`config.mk`:
```
export PLATFORM = sky130hd
export DESIGN_NAME = step_and_wait_aim_tracker
export DESIGN_NICKNAME = d
export VERILOG_FILES = /design/src/rtl/swat_pkg.sv /design/src/rtl/swat_div.sv /design/src/rtl/step_and_wait_aim_tracker.sv
export VERILOG_INCLUDE_DIRS = /design/src /design/src/rtl
export SDC_FILE = /design/constraint.sdc
export NUM_CORES = 1
export LEC_CHECK = 0
export ABC_CLOCK_PERIOD_IN_PS = 6800
export BUFFER_PORTS_ARGS = -buffer_cell sky130_fd_sc_hd__clkbuf_2
export CAP_MARGIN = 20
export CORE_MARGIN = 2
export CORE_UTILIZATION = 41
export CTS_BUF_LIST = sky130_fd_sc_hd__clkbuf_4
export DETAILED_ROUTE_END_ITERATION = 8
export GPL_TIMING_DRIVEN = 0
export SKIP_LAST_GASP = 1
export SLEW_MARGIN = 20
export SYNTH_ARGS = -nofsm -noshare
export SYNTH_HDL_FRONTEND = slang
export SYNTH_SLANG_ARGS = --single-unit
```
`constraint.sdc`:
```
create_clock -name clock -period 6.8 [get_ports clock]
set_input_delay 1.02 -clock clock [delete_from_list [all_inputs] [get_ports clock]]
set_output_delay 1.02 -clock clock [all_outputs]
set_load 0.005 [all_outputs]
```
`src/rtl/assert_macros.svh`:
```
// Assertion macros shared by the aim tracker RTL.
`ifndef ASSERT_MACROS_SVH
`define ASSERT_MACROS_SVH

// Same-cycle implication, disabled while in reset.
`define SWAT_ASSERT_IMP(lbl, clk, rst, ante, cons) \
   lbl: assert property (@(posedge clk) disable iff (rst) (ante) |-> (cons)) \
      else $error("tracker assertion failed");

// Next-cycle implication, disabled while in reset.
`define SWAT_ASSERT_NXT(lbl, clk, rst, ante, cons) \
   lbl: assert property (@(posedge clk) disable iff (rst) (ante) |=> (cons)) \
      else $error("tracker assertion failed");

`endif

```
`src/rtl/swat_pkg.sv`:
```
// Types and constants of the step-and-wait aim tracker.
`default_nettype none
package swat_pkg;

   localparam int MAX_SAMPLES      = 1023;
   localparam int MIN_IDLE_SAMPLES = 5;

   localparam int ANGLE_W   = 16;
   localparam int POS_W     = 15;
   localparam int TIME_W    = 32;
   localparam int WIN_W     = 16;
   localparam int TALLY_W   = $clog2(MAX_SAMPLES + 1);
   localparam int SUM_W     = ANGLE_W + TALLY_W;
   localparam int CNT_W     = $clog2(SUM_W);
   localparam int CSR_IDX_W = 3;
   localparam int CSR_DAT_W = 16;

   typedef enum logic [1:0] {
      REQ_SAMPLE  = 2'd0,
      REQ_ENABLE  = 2'd1,
      REQ_DISABLE = 2'd2
   } req_code_type;

   typedef enum logic [1:0] {
      MODE_IDLE     = 2'd0,
      MODE_STEPPING = 2'd1,
      MODE_LOCKED   = 2'd2
   } mode_type;

   typedef enum logic [CSR_IDX_W-1:0] {
      CSR_STEP_SIZE      = 3'd0,
      CSR_SETTLE_TIME    = 3'd1,
      CSR_DISCARD_TIME   = 3'd2,
      CSR_DEADZONE       = 3'd3,
      CSR_POS_MIN        = 3'd4,
      CSR_POS_MAX        = 3'd5,
      CSR_INVERT         = 3'd6,
      CSR_START_POSITION = 3'd7
   } csr_index_type;

   typedef struct packed {
      logic [1:0]                req_type;
      logic signed [ANGLE_W-1:0] angle;
      logic [TIME_W-1:0]         time_ms;
   } req_item_type;

   typedef struct packed {
      logic [POS_W-1:0]          position;
      logic [1:0]                track_mode;
      logic                      active;
      logic                      stepped;
      logic signed [ANGLE_W-1:0] last_average;
   } rsp_item_type;

endpackage
`default_nettype wire

```
`src/rtl/swat_div.sv`:
```
// Bit-serial signed-by-unsigned divider, truncating toward zero.
`default_nettype none
module swat_div (
   input  wire logic                                clock,
   input  wire logic                                reset,
   input  wire logic                                start,
   input  wire logic signed [swat_pkg::SUM_W-1:0]   dividend,
   input  wire logic [swat_pkg::TALLY_W-1:0]        divisor,
   output logic                                     done,
   output logic signed [swat_pkg::ANGLE_W-1:0]      quotient
);

   localparam logic [swat_pkg::CNT_W-1:0] CNT_LAST = swat_pkg::CNT_W'(swat_pkg::SUM_W - 1);

   logic                           busy_ff, busy_in;
   logic                           done_ff, done_in;
   logic                           neg_ff, neg_in;
   logic [swat_pkg::CNT_W-1:0]     cnt_ff, cnt_in;
   logic [swat_pkg::TALLY_W-1:0]   rem_ff, rem_in;
   logic [swat_pkg::SUM_W-1:0]     quo_ff, quo_in;
   logic [swat_pkg::TALLY_W-1:0]   dsr_ff, dsr_in;
   logic [swat_pkg::TALLY_W+1:0]   trial;
   logic [swat_pkg::ANGLE_W-1:0]   quo_low;

   // shift one dividend bit into the remainder and try the subtract
   assign trial = {1'b0, rem_ff, quo_ff[swat_pkg::SUM_W-1]} - {2'b00, dsr_ff};

   always_comb begin
      busy_in = busy_ff;
      done_in = 1'b0;
      neg_in  = neg_ff;
      cnt_in  = cnt_ff;
      rem_in  = rem_ff;
      quo_in  = quo_ff;
      dsr_in  = dsr_ff;
      if (start) begin
         busy_in = 1'b1;
         neg_in  = dividend[swat_pkg::SUM_W-1];
         quo_in  = dividend[swat_pkg::SUM_W-1] ? -dividend : dividend;
         rem_in  = '0;
         cnt_in  = '0;
         dsr_in  = divisor;
      end else if (busy_ff) begin
         if (!trial[swat_pkg::TALLY_W+1]) begin
            rem_in = trial[swat_pkg::TALLY_W-1:0];
         end else begin
            rem_in = {rem_ff[swat_pkg::TALLY_W-2:0], quo_ff[swat_pkg::SUM_W-1]};
         end
         quo_in = {quo_ff[swat_pkg::SUM_W-2:0], ~trial[swat_pkg::TALLY_W+1]};
         cnt_in = cnt_ff + 1'b1;
         if (cnt_ff == CNT_LAST) begin
            busy_in = 1'b0;
            done_in = 1'b1;
         end
      end
   end

   always_ff @(posedge clock) begin
      if (reset) begin
         busy_ff <= 1'b0;
         done_ff <= 1'b0;
      end else begin
         busy_ff <= busy_in;
         done_ff <= done_in;
      end
      neg_ff <= neg_in;
      cnt_ff <= cnt_in;
      rem_ff <= rem_in;
      quo_ff <= quo_in;
      dsr_ff <= dsr_in;
   end

   assign quo_low  = quo_ff[swat_pkg::ANGLE_W-1:0];
   assign quotient = neg_ff ? -quo_low : quo_low;
   assign done     = done_ff;

   `include "assert_macros.svh"

   `SWAT_ASSERT_IMP(a_start_when_free, clock, reset, start, !busy_ff)
   `SWAT_ASSERT_NXT(a_done_ends_busy, clock, reset, busy_ff && cnt_ff == CNT_LAST, done && !busy_ff)

endmodule
`default_nettype wire

```
`src/rtl/step_and_wait_aim_tracker.sv`:
```
// Step-and-wait aim tracker: one request in, one result out, serial divider for averages.
// Enable, disable, an unused code or an inactive sample skips straight to the result state; a
// sample that takes no average first passes the window checks; each average runs in the
// bit-serial divider (one quotient bit a cycle over the 26-bit sum), at most two per request.
// One request at a time; the next is taken once the result is in the output register.
// Synchronous active-high reset loads the register defaults, servo center and idle mode.
`default_nettype none
module step_and_wait_aim_tracker (
   input  wire logic                                 clock,
   input  wire logic                                 reset,
   input  wire logic                                 req_valid,
   output logic                                      req_ready,
   input  wire swat_pkg::req_item_type               req_data,
   output logic                                      rsp_valid,
   input  wire logic                                 rsp_ready,
   output swat_pkg::rsp_item_type                    rsp_data,
   input  wire logic                                 csr_we,
   input  wire logic [swat_pkg::CSR_IDX_W-1:0]       csr_index,
   input  wire logic [swat_pkg::CSR_DAT_W-1:0]       csr_wdata
);

   typedef enum logic [5:0] {
      S_WAIT  = 6'b000001,
      S_RUN   = 6'b000010,
      S_CHECK = 6'b000100,
      S_DIV   = 6'b001000,
      S_JUDGE = 6'b010000,
      S_FIN   = 6'b100000
   } state_type;

   localparam int P = swat_pkg::POS_W;
   localparam int A = swat_pkg::ANGLE_W;

   state_type                          state_ff, state_in;
   // configuration
   logic [P-1:0]                       step_ff, step_in;
   logic [swat_pkg::WIN_W-1:0]         settle_ff, settle_in;
   logic [swat_pkg::WIN_W-1:0]         discard_ff, discard_in;
   logic [P-1:0]                       dead_ff, dead_in;
   logic [P-1:0]                       pmin_ff, pmin_in;
   logic [P-1:0]                       pmax_ff, pmax_in;
   logic                               invert_ff, invert_in;
   logic [P-1:0]                       start_ff, start_in;
   // tracker state
   logic                               active_ff, active_in;
   swat_pkg::mode_type                 mode_ff, mode_in;
   logic [swat_pkg::TIME_W-1:0]        ws_ff, ws_in;
   logic signed [swat_pkg::SUM_W-1:0]  sum_ff, sum_in;
   logic [swat_pkg::TALLY_W-1:0]       tally_ff, tally_in;
   logic signed [A-1:0]                avg_ff, avg_in;
   logic [P-1:0]                       pos_ff, pos_in;
   // per-request
   swat_pkg::req_item_type             req_ff, req_in;
   logic [swat_pkg::TIME_W-1:0]        elapsed_ff, elapsed_in;
   logic                               stepped_ff, stepped_in;
   logic                               rsp_valid_ff, rsp_valid_in;
   swat_pkg::rsp_item_type             rsp_data_ff, rsp_data_in;

   logic                               lt_discard, lt_settle, on_target, step_up;
   logic [A:0]                         avg_mag;
   logic signed [P+1:0]                pos_next;
   logic [P-1:0]                       pos_clamped;
   logic                               div_start, div_done;
   logic signed [A-1:0]                div_quotient;

   swat_div u_div (
      .clock    (clock),
      .reset    (reset),
      .start    (div_start),
      .dividend (sum_ff),
      .divisor  (tally_ff),
      .done     (div_done),
      .quotient (div_quotient)
   );

   assign lt_discard = elapsed_ff < {{(swat_pkg::TIME_W-swat_pkg::WIN_W){1'b0}}, discard_ff};
   assign lt_settle  = elapsed_ff < {{(swat_pkg::TIME_W-swat_pkg::WIN_W){1'b0}}, settle_ff};
   assign avg_mag    = avg_ff[A-1] ? -{avg_ff[A-1], avg_ff} : {avg_ff[A-1], avg_ff};
   assign on_target  = avg_mag <= {{(A+1-P){1'b0}}, dead_ff};

   // one step toward the target, then clamp; pos_min wins over pos_max
   assign step_up  = (avg_ff > 0) ^ invert_ff;
   assign pos_next = step_up ? $signed({2'b00, pos_ff}) + $signed({2'b00, step_ff})
                             : $signed({2'b00, pos_ff}) - $signed({2'b00, step_ff});
   always_comb begin
      if (pos_next < $signed({2'b00, pmin_ff})) begin
         pos_clamped = pmin_ff;
      end else if (pos_next > $signed({2'b00, pmax_ff})) begin
         pos_clamped = pmax_ff;
      end else begin
         pos_clamped = pos_next[P-1:0];
      end
   end

   always_comb begin
      state_in     = state_ff;
      step_in      = step_ff;
      settle_in    = settle_ff;
      discard_in   = discard_ff;
      dead_in      = dead_ff;
      pmin_in      = pmin_ff;
      pmax_in      = pmax_ff;
      invert_in    = invert_ff;
      start_in     = start_ff;
      active_in    = active_ff;
      mode_in      = mode_ff;
      ws_in        = ws_ff;
      sum_in       = sum_ff;
      tally_in     = tally_ff;
      avg_in       = avg_ff;
      pos_in       = pos_ff;
      req_in       = req_ff;
      elapsed_in   = elapsed_ff;
      stepped_in   = stepped_ff;
      rsp_valid_in = rsp_valid_ff;
      rsp_data_in  = rsp_data_ff;
      div_start    = 1'b0;

      if (csr_we) begin
         case (csr_index)
            swat_pkg::CSR_STEP_SIZE:      step_in    = csr_wdata[P-1:0];
            swat_pkg::CSR_SETTLE_TIME:    settle_in  = csr_wdata[swat_pkg::WIN_W-1:0];
            swat_pkg::CSR_DISCARD_TIME:   discard_in = csr_wdata[swat_pkg::WIN_W-1:0];
            swat_pkg::CSR_DEADZONE:       dead_in    = csr_wdata[P-1:0];
            swat_pkg::CSR_POS_MIN:        pmin_in    = csr_wdata[P-1:0];
            swat_pkg::CSR_POS_MAX:        pmax_in    = csr_wdata[P-1:0];
            swat_pkg::CSR_INVERT:         invert_in  = csr_wdata[0];
            swat_pkg::CSR_START_POSITION: start_in   = csr_wdata[P-1:0];
            default: ;
         endcase
      end

      if (rsp_valid_ff && rsp_ready) begin
         rsp_valid_in = 1'b0;
      end

      case (state_ff)
         S_WAIT: begin
            if (req_valid) begin
               req_in     = req_data;
               elapsed_in = req_data.time_ms - ws_ff;
               stepped_in = 1'b0;
               state_in   = S_FIN;
               case (req_data.req_type)
                  swat_pkg::REQ_ENABLE: begin
                     active_in = 1'b1;
                     mode_in   = swat_pkg::MODE_IDLE;
                     ws_in     = req_data.time_ms;
                     sum_in    = '0;
                     tally_in  = '0;
                     avg_in    = '0;
                     pos_in    = start_ff;
                  end
                  swat_pkg::REQ_DISABLE: begin
                     active_in = 1'b0;
                     mode_in   = swat_pkg::MODE_IDLE;
                  end
                  swat_pkg::REQ_SAMPLE: begin
                     if (active_ff) begin
                        state_in = S_RUN;
                     end
                  end
                  default: ;
               endcase
            end
         end
         S_RUN: begin
            // accumulate unless tally is full; if stepping, only past discard inside settle
            if (mode_ff != swat_pkg::MODE_STEPPING || (!lt_discard && lt_settle)) begin
               if (tally_ff != swat_pkg::TALLY_W'(swat_pkg::MAX_SAMPLES)) begin
                  sum_in   = sum_ff + swat_pkg::SUM_W'(req_ff.angle);
                  tally_in = tally_ff + 1'b1;
               end
            end
            case (mode_ff)
               swat_pkg::MODE_STEPPING: begin
                  // discard window has priority over the settle window
                  if (lt_discard || lt_settle) begin
                     state_in = S_FIN;
                  end else if (tally_ff != '0) begin
                     div_start = 1'b1;
                     state_in  = S_DIV;
                  end else begin
                     state_in = S_JUDGE;
                  end
               end
               swat_pkg::MODE_LOCKED, swat_pkg::MODE_IDLE: begin
                  state_in = S_CHECK;
               end
               default: state_in = S_FIN;
            endcase
         end
         S_CHECK: begin
            state_in = S_FIN;
            case (mode_ff)
               swat_pkg::MODE_LOCKED: begin
                  if (!lt_settle && tally_ff != '0) begin
                     div_start = 1'b1;
                     state_in  = S_DIV;
                  end
               end
               swat_pkg::MODE_IDLE: begin
                  if (!lt_settle &&
                      tally_ff >= swat_pkg::TALLY_W'(swat_pkg::MIN_IDLE_SAMPLES)) begin
                     div_start = 1'b1;
                     state_in  = S_DIV;
                  end
               end
               default: ;
            endcase
         end
         S_DIV: begin
            if (div_done) begin
               avg_in   = div_quotient;
               sum_in   = '0;
               tally_in = '0;
               state_in = S_JUDGE;
            end
         end
         S_JUDGE: begin
            state_in = S_FIN;
            case (mode_ff)
               swat_pkg::MODE_STEPPING: begin
                  // window closed: the same sample goes on in the new mode
                  sum_in   = '0;
                  tally_in = '0;
                  mode_in  = on_target ? swat_pkg::MODE_LOCKED : swat_pkg::MODE_IDLE;
                  state_in = S_RUN;
               end
               swat_pkg::MODE_LOCKED: begin
                  ws_in = req_ff.time_ms;
                  if (!on_target) begin
                     mode_in  = swat_pkg::MODE_IDLE;
                     state_in = S_RUN;
                  end
               end
               swat_pkg::MODE_IDLE: begin
                  ws_in = req_ff.time_ms;
                  if (on_target) begin
                     mode_in = swat_pkg::MODE_LOCKED;
                  end else begin
                     pos_in     = pos_clamped;
                     mode_in    = swat_pkg::MODE_STEPPING;
                     stepped_in = 1'b1;
                  end
               end
               default: ;
            endcase
         end
         S_FIN: begin
            if (!rsp_valid_ff || rsp_ready) begin
               rsp_valid_in             = 1'b1;
               rsp_data_in.position     = pos_ff;
               rsp_data_in.track_mode   = mode_ff;
               rsp_data_in.active       = active_ff;
               rsp_data_in.stepped      = stepped_ff;
               rsp_data_in.last_average = avg_ff;
               state_in                 = S_WAIT;
            end
         end
         default: state_in = S_WAIT;
      endcase
   end

   always_ff @(posedge clock) begin
      if (reset) begin
         state_ff     <= S_WAIT;
         step_ff      <= P'(200);
         settle_ff    <= swat_pkg::WIN_W'(500);
         discard_ff   <= swat_pkg::WIN_W'(200);
         dead_ff      <= P'(300);
         pmin_ff      <= '0;
         pmax_ff      <= P'(18000);
         invert_ff    <= 1'b0;
         start_ff     <= P'(9000);
         active_ff    <= 1'b0;
         mode_ff      <= swat_pkg::MODE_IDLE;
         ws_ff        <= '0;
         sum_ff       <= '0;
         tally_ff     <= '0;
         avg_ff       <= '0;
         pos_ff       <= P'(9000);
         rsp_valid_ff <= 1'b0;
      end else begin
         state_ff     <= state_in;
         step_ff      <= step_in;
         settle_ff    <= settle_in;
         discard_ff   <= discard_in;
         dead_ff      <= dead_in;
         pmin_ff      <= pmin_in;
         pmax_ff      <= pmax_in;
         invert_ff    <= invert_in;
         start_ff     <= start_in;
         active_ff    <= active_in;
         mode_ff      <= mode_in;
         ws_ff        <= ws_in;
         sum_ff       <= sum_in;
         tally_ff     <= tally_in;
         avg_ff       <= avg_in;
         pos_ff       <= pos_in;
         rsp_valid_ff <= rsp_valid_in;
      end
      req_ff      <= req_in;
      elapsed_ff  <= elapsed_in;
      stepped_ff  <= stepped_in;
      rsp_data_ff <= rsp_data_in;
   end

   assign req_ready = (state_ff == S_WAIT);
   assign rsp_valid = rsp_valid_ff;
   assign rsp_data  = rsp_data_ff;

   `include "assert_macros.svh"

   `SWAT_ASSERT_IMP(a_div_done_in_div, clock, reset, div_done, state_ff == S_DIV)
   `SWAT_ASSERT_IMP(a_tally_bounded, clock, reset, 1'b1, tally_ff <= swat_pkg::TALLY_W'(swat_pkg::MAX_SAMPLES))
   `SWAT_ASSERT_IMP(a_run_only_active, clock, reset, state_ff == S_RUN, active_ff)
   `SWAT_ASSERT_IMP(a_step_sets_mode, clock, reset, state_ff == S_FIN && stepped_ff, mode_ff == swat_pkg::MODE_STEPPING)

endmodule
`default_nettype wire

```
# Yosys cells after proc, flatten, opt, wreduce, memory -nomap -nowiden
# Index checks and enable logic that the tools add are counted.
[classes]
add_sub_neg = 10
magnitude_cmp = 7
n_eq_ne = 33
n_mux = 76
n_bitwise = 3
n_reduce_logical = 40
[ops]
columns = ["operator", "count"]
rows = [
  ["2-to-1 mux 26 bit", 9],
  ["one-hot mux 26 bit (4 select lines)", 1],
  ["2-to-1 mux 32 bit", 3],
  ["2-to-1 mux 15 bit", 6],
  ["2-to-1 mux 10 bit", 7],
  ["less-than comparator 32 x 16 -> 1 bit", 2],
  ["2-to-1 mux 16 bit", 4],
  ["one-hot mux 32 bit (2 select lines)", 1],
  ["2-to-1 mux 6 bit", 9],
  ["one-hot mux 10 bit (4 select lines)", 1],
  ["one-hot mux 6 bit (2 select lines)", 3],
  ["one-hot mux 6 bit (6 select lines)", 1],
  ["2-to-1 mux 17 bit", 2],
  ["one-hot mux 16 bit (2 select lines)", 1],
  ["subtractor 32 bit", 1],
  ["one-hot mux 15 bit (2 select lines)", 1],
  ["adder 26 x 16 -> 26 bit", 1],
  ["negator 26 bit", 1],
  ["AND reduction 2 bit", 10],
  ["> comparator 17 x 16 -> 1 bit", 1],
  ["less-or-equal comparator 17 x 15 -> 1 bit", 1],
  ["less-than comparator 17 x 16 -> 1 bit", 1],
  ["negator 17 bit", 1],
  ["adder 15 x 15 -> 16 bit", 1],
  ["other kinds (46)", 100],
]
[totals]
register_bits = 387
out_inout_bits = 37
wordCells = 202

# Depth between registers and ports, before layout
[depth]
ltp_word = 9
ltp_mapped = 22

# Modules after synthesis
# A second synthesis with hierarchy kept.
[hier_totals]
cells_unflattened = 2500
hier_area_um2 = 22198.8
[by_module_without_submodules]
columns = ["module", "instances", "cells_each", "area_per_inst_um2"]
rows = [
  ["step_and_wait_aim_tracker", 1, 2141, 18739.2],
  ["swat_div", 1, 359, 3459.6],
]

# Worst setup path before layout
# Ideal clock, no wire load.
[synth_timing]
path_type = "flip-flop to flip-flop"
from = "reg state_ff[1]"
to = "reg ws_ff[10] in the netlist's numbering"
setup_ps = 91
arrival_ps = 4723
t_required_ps = 6709
path_slack_ps = 1986
path_stages_with_launch = 12
n_path_buf = 4
period_less_slack_ps = 4814
path_cell_list = "dfxtp_1 -> clkbuf_1 -> nor4_1 -> nand3b_1 -> inv_1 -> and2_1 -> clkbuf_1 -> o22a_1 -> clkbuf_1 -> clkbuf_1 -> nor2_1 -> a311oi_1"
[synth_between]
elab_chain_cells = 3
elab_cells_between_ends = 8
classes_between = "5 x eq/ne; 1 x mux; 2 x reduce/logical"
[synth_lines]
columns = ["item", "line", "rtl"]
rows = [
  ["start: declaration", "step_and_wait_aim_tracker.sv:34", "state_type state_ff, state_in;"],
  ["start signal: assignment", "step_and_wait_aim_tracker.sv:285", "state_ff <= state_in;"],
  ["== test 6 x 1 -> 1 bit (*)", "--", ""],
  ["net req_ready", "step_and_wait_aim_tracker.sv:12", "output logic req_ready,"],
  ["inequality test 2 x 1 -> 1 bit (no line) (tied with other cells)", "--", ""],
  ["AND reduction 4 bit (no line)", "--", ""],
  ["end signal: assignment", "step_and_wait_aim_tracker.sv:296", "ws_ff <= ws_in;"],
  ["end: declaration", "step_and_wait_aim_tracker.sv:47", "logic [swat_pkg::TIME_W-1:0] ws_ff, ws_in;"],
]
# The timed path passes the listed nets; every way through them passes the cells marked *.
# A chain may end at the register's enable or synchronous reset.

# Final worst setup path
[layout_timing]
from = "reg avg_ff[0]"
to = "reg pos_ff[4]"
[layout_between]
elab_chain_cells = 9
elab_cells_between_ends = 15
classes_between = "1 x add/sub; 4 x order compare; 1 x eq/ne; 7 x mux; 1 x bitwise; 1 x reduce/logical"
[layout_lines]
columns = ["item", "line", "rtl"]
rows = [
  ["start: declaration", "step_and_wait_aim_tracker.sv:50", "logic signed [A-1:0] avg_ff, avg_in;"],
  ["start signal: assignment", "step_and_wait_aim_tracker.sv:299", "avg_ff <= avg_in;"],
  ["> comparator 16 x 1 -> 1 bit", "step_and_wait_aim_tracker.sv:82", "assign step_up = (avg_ff > 0) ^ invert_ff;"],
  ["XOR 1 bit", "step_and_wait_aim_tracker.sv:82", ""],
  ["2-to-1 mux 17 bit", "step_and_wait_aim_tracker.sv:83", "assign pos_next = step_up ? $signed({2'b00, pos_ff}) + $signed({2'b00, step_ff})"],
  ["> comparator 17 x 16 -> 1 bit", "step_and_wait_aim_tracker.sv:88", "end else if (pos_next > $signed({2'b00, pmax_ff})) begin"],
  ["2-to-1 mux 15 bit", "step_and_wait_aim_tracker.sv:88", ""],
  ["2-to-1 mux 15 bit", "step_and_wait_aim_tracker.sv:86", "if (pos_next < $signed({2'b00, pmin_ff})) begin"],
  ["2-to-1 mux 15 bit", "step_and_wait_aim_tracker.sv:239", "if (on_target) begin"],
  ["2-to-1 mux 15 bit", "step_and_wait_aim_tracker.sv:222", "case (mode_ff)"],
  ["one-hot mux 15 bit (2 select lines)", "step_and_wait_aim_tracker.sv:137", "case (state_ff)"],
  ["end signal: assignment", "step_and_wait_aim_tracker.sv:300", "pos_ff <= pos_in;"],
  ["end: declaration", "step_and_wait_aim_tracker.sv:51", "logic [P-1:0] pos_ff, pos_in;"],
]
# Parallel ways exist; a longest one is shown, timed or not. The select of a mux whose other input is x is not followed.

==> results.toml <==
[routing]
wl_per_cell_um = 17.46
vias = 18996
drt-met1-wl_um = 28140
finalWirelength_um = 61010
met3_wirelength_um = 3671
detail_route.first_pass.iterations = 7
highest_layer = "met5"
route.detailed.drc = 0
drt.antenna.violating_nets = 0
detail_route.vias_per_cell = 5.437
dr.first_iter.drc_count = 1241
met2_length_um = 27920

[setup_path]
critical_path_arrival_ns = 6.23
required_ns = 7.51
worstReg2RegEnd = "pos_ff[4]"
cp_slowest_cell = "a2bb2oi_1"
reg2reg_setup_slack_ns = 1.28
largest_stage_delay_worst_path_ns = 0.60
critical_path.cell_chain = "inv_1 -> ha_1 -> nor4b_1 -> and4_1 -> or3b_1 -> and2_1 -> clkbuf_2 -> clkbuf_1 -> o311ai_0 -> o211ai_1 -> xor2_1 -> ha_1 -> nand4_1 -> or4_1 -> o21ai_0 -> a21oi_1 -> a2bb2oi_1 -> mux2_2 -> o21ai_0 -> a211oi_1"
crit_fanout = 10
crit_path_buffers_inverters = 3
worstSetupStartpointType = "flip-flop"
kind_of_cell_adding_the_most_delay_to_the_critical_path = "compound AO/OA/AOI/OAI gates"
critical_path.reg2reg.startpoint = "avg_ff[0]"
worst-r2r-cell-count = 20
sort_of_element_at_the_end_of_the_critical_path = "flip-flop"
timing_worst_setup_path_type = "flip-flop to flip-flop"

[synth]
synth-warning-count = 0
synthSimpleGateAreaFrac_pct = 18.21
syn_nets = 2758
post_synth_most_frequent_cells = "nand2_1, dfxtp_1, a21oi_1"
synth_top_area_cell = "dfxtp_1"
postSynthRegisterBits = 387
synthesis.instances = 2494
synth-xor-area-share_pct = 5.109
yosysSeqAreaShare_pct = 41.96
synth.distinct_cells = 77
ys_dominant_reg_cell = "dfxtp_1"
synth.cell_area_um2 = 22110
yosys-mux-area-fraction_pct = 0.8770
post_synthesis_compound_gate_area_fraction_pct = 17.91
yosys.cell_count.top_type = "nand2_1"
synth_top_family_by_area = "simple AND/OR/NAND/NOR gates"
yosysTopAreaCellShare_pct = 21.18
synthesis.area_per_instance_um2 = 8.867
synth_enable_flop_cells = 153
synth_area_leaders = "dfxtp_1, edfxtp_1, ha_1"
async_reset_ff_share_pct = 0
adder_cell_area_share_of_the_yosys_netlist_pct = 10.92

[floorplan]
die_height_um = 236.2
std_cell_rows = 85
initial_core_util_pct = 41.26
fp.dieW_um = 236.2
fp.coreArea_um2 = 53600
die_area_um2 = 55810
io_pins = 111

[cells_and_area]
finalCoreUtilization_pct = 46.63
syn2layout_area_growth_pct = 13.02
fraction_of_final_layout_cells_sized_beyond_drive_strength_1_pct = 11.70
fin_nets = 2974

[worst_hold_path]
timing.hold.worst_path_depth = 1
min_path_type = "primary input to flip-flop"
hold_path_startpoint = "req_data[41]"
worstHoldEndpoint = "req_ff[41]"

[clock_tree]
clkSlewWorstSetupHoldPaths_ns = 0.07
cts_buffers = 106
root_buf_cell = "clkbuf_4"
cts.repair_timing.setup_buffer_count = 0
cts_sinks = 387
cts_resized = 0
cts-hold-fix-buffers = 0
clock_insertion_delay_worst_skew_ns = 0.88
clockBufferDepth = 3
cts_tree = "done"
htree_num_levels = 3

[power_and_ir_drop]
leakagePower_nw = 9.973
comb_power_share_pct = 23.9
power-per-cell-area_nw_per_um2 = 257.4
power_switching_mw = 2.058
power.share.sequential_pct = 42.5
sw_frac_of_total_pct = 31.99
vdd_drop_max_mv = 0.1381
cell_internal_pwr_mw = 4.374
share_clk_of_total_power_pct = 33.6

[grt]
antenna_found_initial = 4
overflow = 0
first_global_vias = 18232
grtUsageTotal_pct = 21.67
grt_first_pass_wirelength_um = 96530
grt_start_max_net_pins = 45

[timing]
fin_crit_ns = 5.521
tightest_slew_ns = 1.090
timing.setup.tns_ns = 0
post-route-worst-setup-slack_ns = 1.279
clock-skew-final_ns = 0.07404
hold_viol = 0
slew_headroom_pct = 27.31
finalCritPeriodShare_pct = 81.19
drv_slew = 0
max_clock_freq_mhz = 181.1
report.final.setup_viol = 0
hold-worst-slack_ns = 0.3655
grt_setup_unrepaired = "false"

[status]
run_status = "finished, final reports clean"

[place]
place_congestion = 0.9180
detailedPlace.worstSlack_ns = 1.404
detailedPlacementHpwl_um = 46330
io_buffers = 106

[job]
maxCapViolations = 0
## kinds of logic after synthesis
group,after synthesis
fa+ha+maj,190
compound gates,605
mux,19
simple gates,875
flops,387
buf+inv,289
xor+xnor,129
## power by group through the flow
stage	Sequential [mW]	Clock, mW	Combinational [mW]
after floorplan	2.75	0	1.11
after global placement	2.79	0	1.48
after detailed placement	2.78	0	1.52
after CTS	2.74	2.22	1.53
after global routing	2.75	2.34	1.73
final	2.74	2.16	1.54
## sequential cells by signal, summed over array words and instances, names as in the netlist, 2 cells and up
name	count
settle_ff	16
rsp_data	35
mode_ff	2
pmin_ff	15
u_div.dsr_ff	10
avg_ff	16
discard_ff	16
u_div.cnt_ff	5
u_div.rem_ff	10
tally_ff	10
pos_ff	15
ws_ff	32
elapsed_ff	32
pmax_ff	15
dead_ff	15
req_ff	48
start_ff	15
u_div.quo_ff	26
step_ff	15
state_ff	6
sum_ff	26
## layout by cell type (no fill, tap or decap), types with 21 or more instances in the layout
master / instances
a21oi_1: 198
nor2b_1: 33
nand2_1: 401
clkinv_1: 22
nand3b_1: 23
clkbuf_4: 161
nor2_1: 185
clkbuf_1: 91
a211o_1: 21
a311oi_1: 44
o21ai_0: 100
xor2_1: 46
nand3_1: 58
a211oi_1: 27
xnor2_1: 83
dfxtp_1: 234
o31ai_1: 25
ha_1: 185
edfxtp_1: 153
o211ai_1: 23
inv_1: 181
clkbuf_2: 108
nand4_1: 21
nor4_1: 25
a21o_1: 44
nor3_1: 36
## metrics by stage
| stage | power (mW) | instance area (µm²) | instances |
|---|---|---|---|
| floorplan | 3.862 | 22110 | 2494 |
| global placement | 4.269 | 23520 | 3296 |
| detailed placement | 4.304 | 23580 | 3298 |
| CTS | 6.488 | 24980 | 3491 |
| global route | 6.825 | 24990 | 3492 |
| finish | 6.432 | 24990 | 3494 |
## final cells by class
| class | instances | area [µm²] |
|---|---|---|
| Fill cell | 5319 | 28610 |
| Multi-Input combinational cell | 1818 | 11740 |
| Sequential cell | 387 | 9279 |
| Clock buffer | 160 | 1201 |
| Tap cell | 696 | 870.8 |
| Inverter | 181 | 679.4 |
| Timing Repair Buffer | 108 | 578.1 |
| Buffer | 108 | 434.2 |
| Clock inverter | 33 | 201.4 |
| Antenna cell | 3 | 7.507 |
## per-layer routing
layer  up-vias  GRT usage (%)
li1       9379              -
met1      8997          28.75
met2       524          35.56
met3        92          4.131
met4         4          7.020
met5         -              0
## worst max-delay path by stage
stage | to | from | cells past startpoint
2_1_floorplan | ws_ff[10] | state_ff[1] | 11
3_3_place_gp | ws_ff[30] | state_ff[1] | 11
3_5_place_dp | pos_ff[12] | avg_ff[0] | 20
4_1_cts | pos_ff[4] | avg_ff[0] | 20
5_1_grt | pos_ff[14] | avg_ff[0] | 19
6_report | pos_ff[4] | avg_ff[0] | 20
No activity file was read; power rests on OpenSTA's default activity.
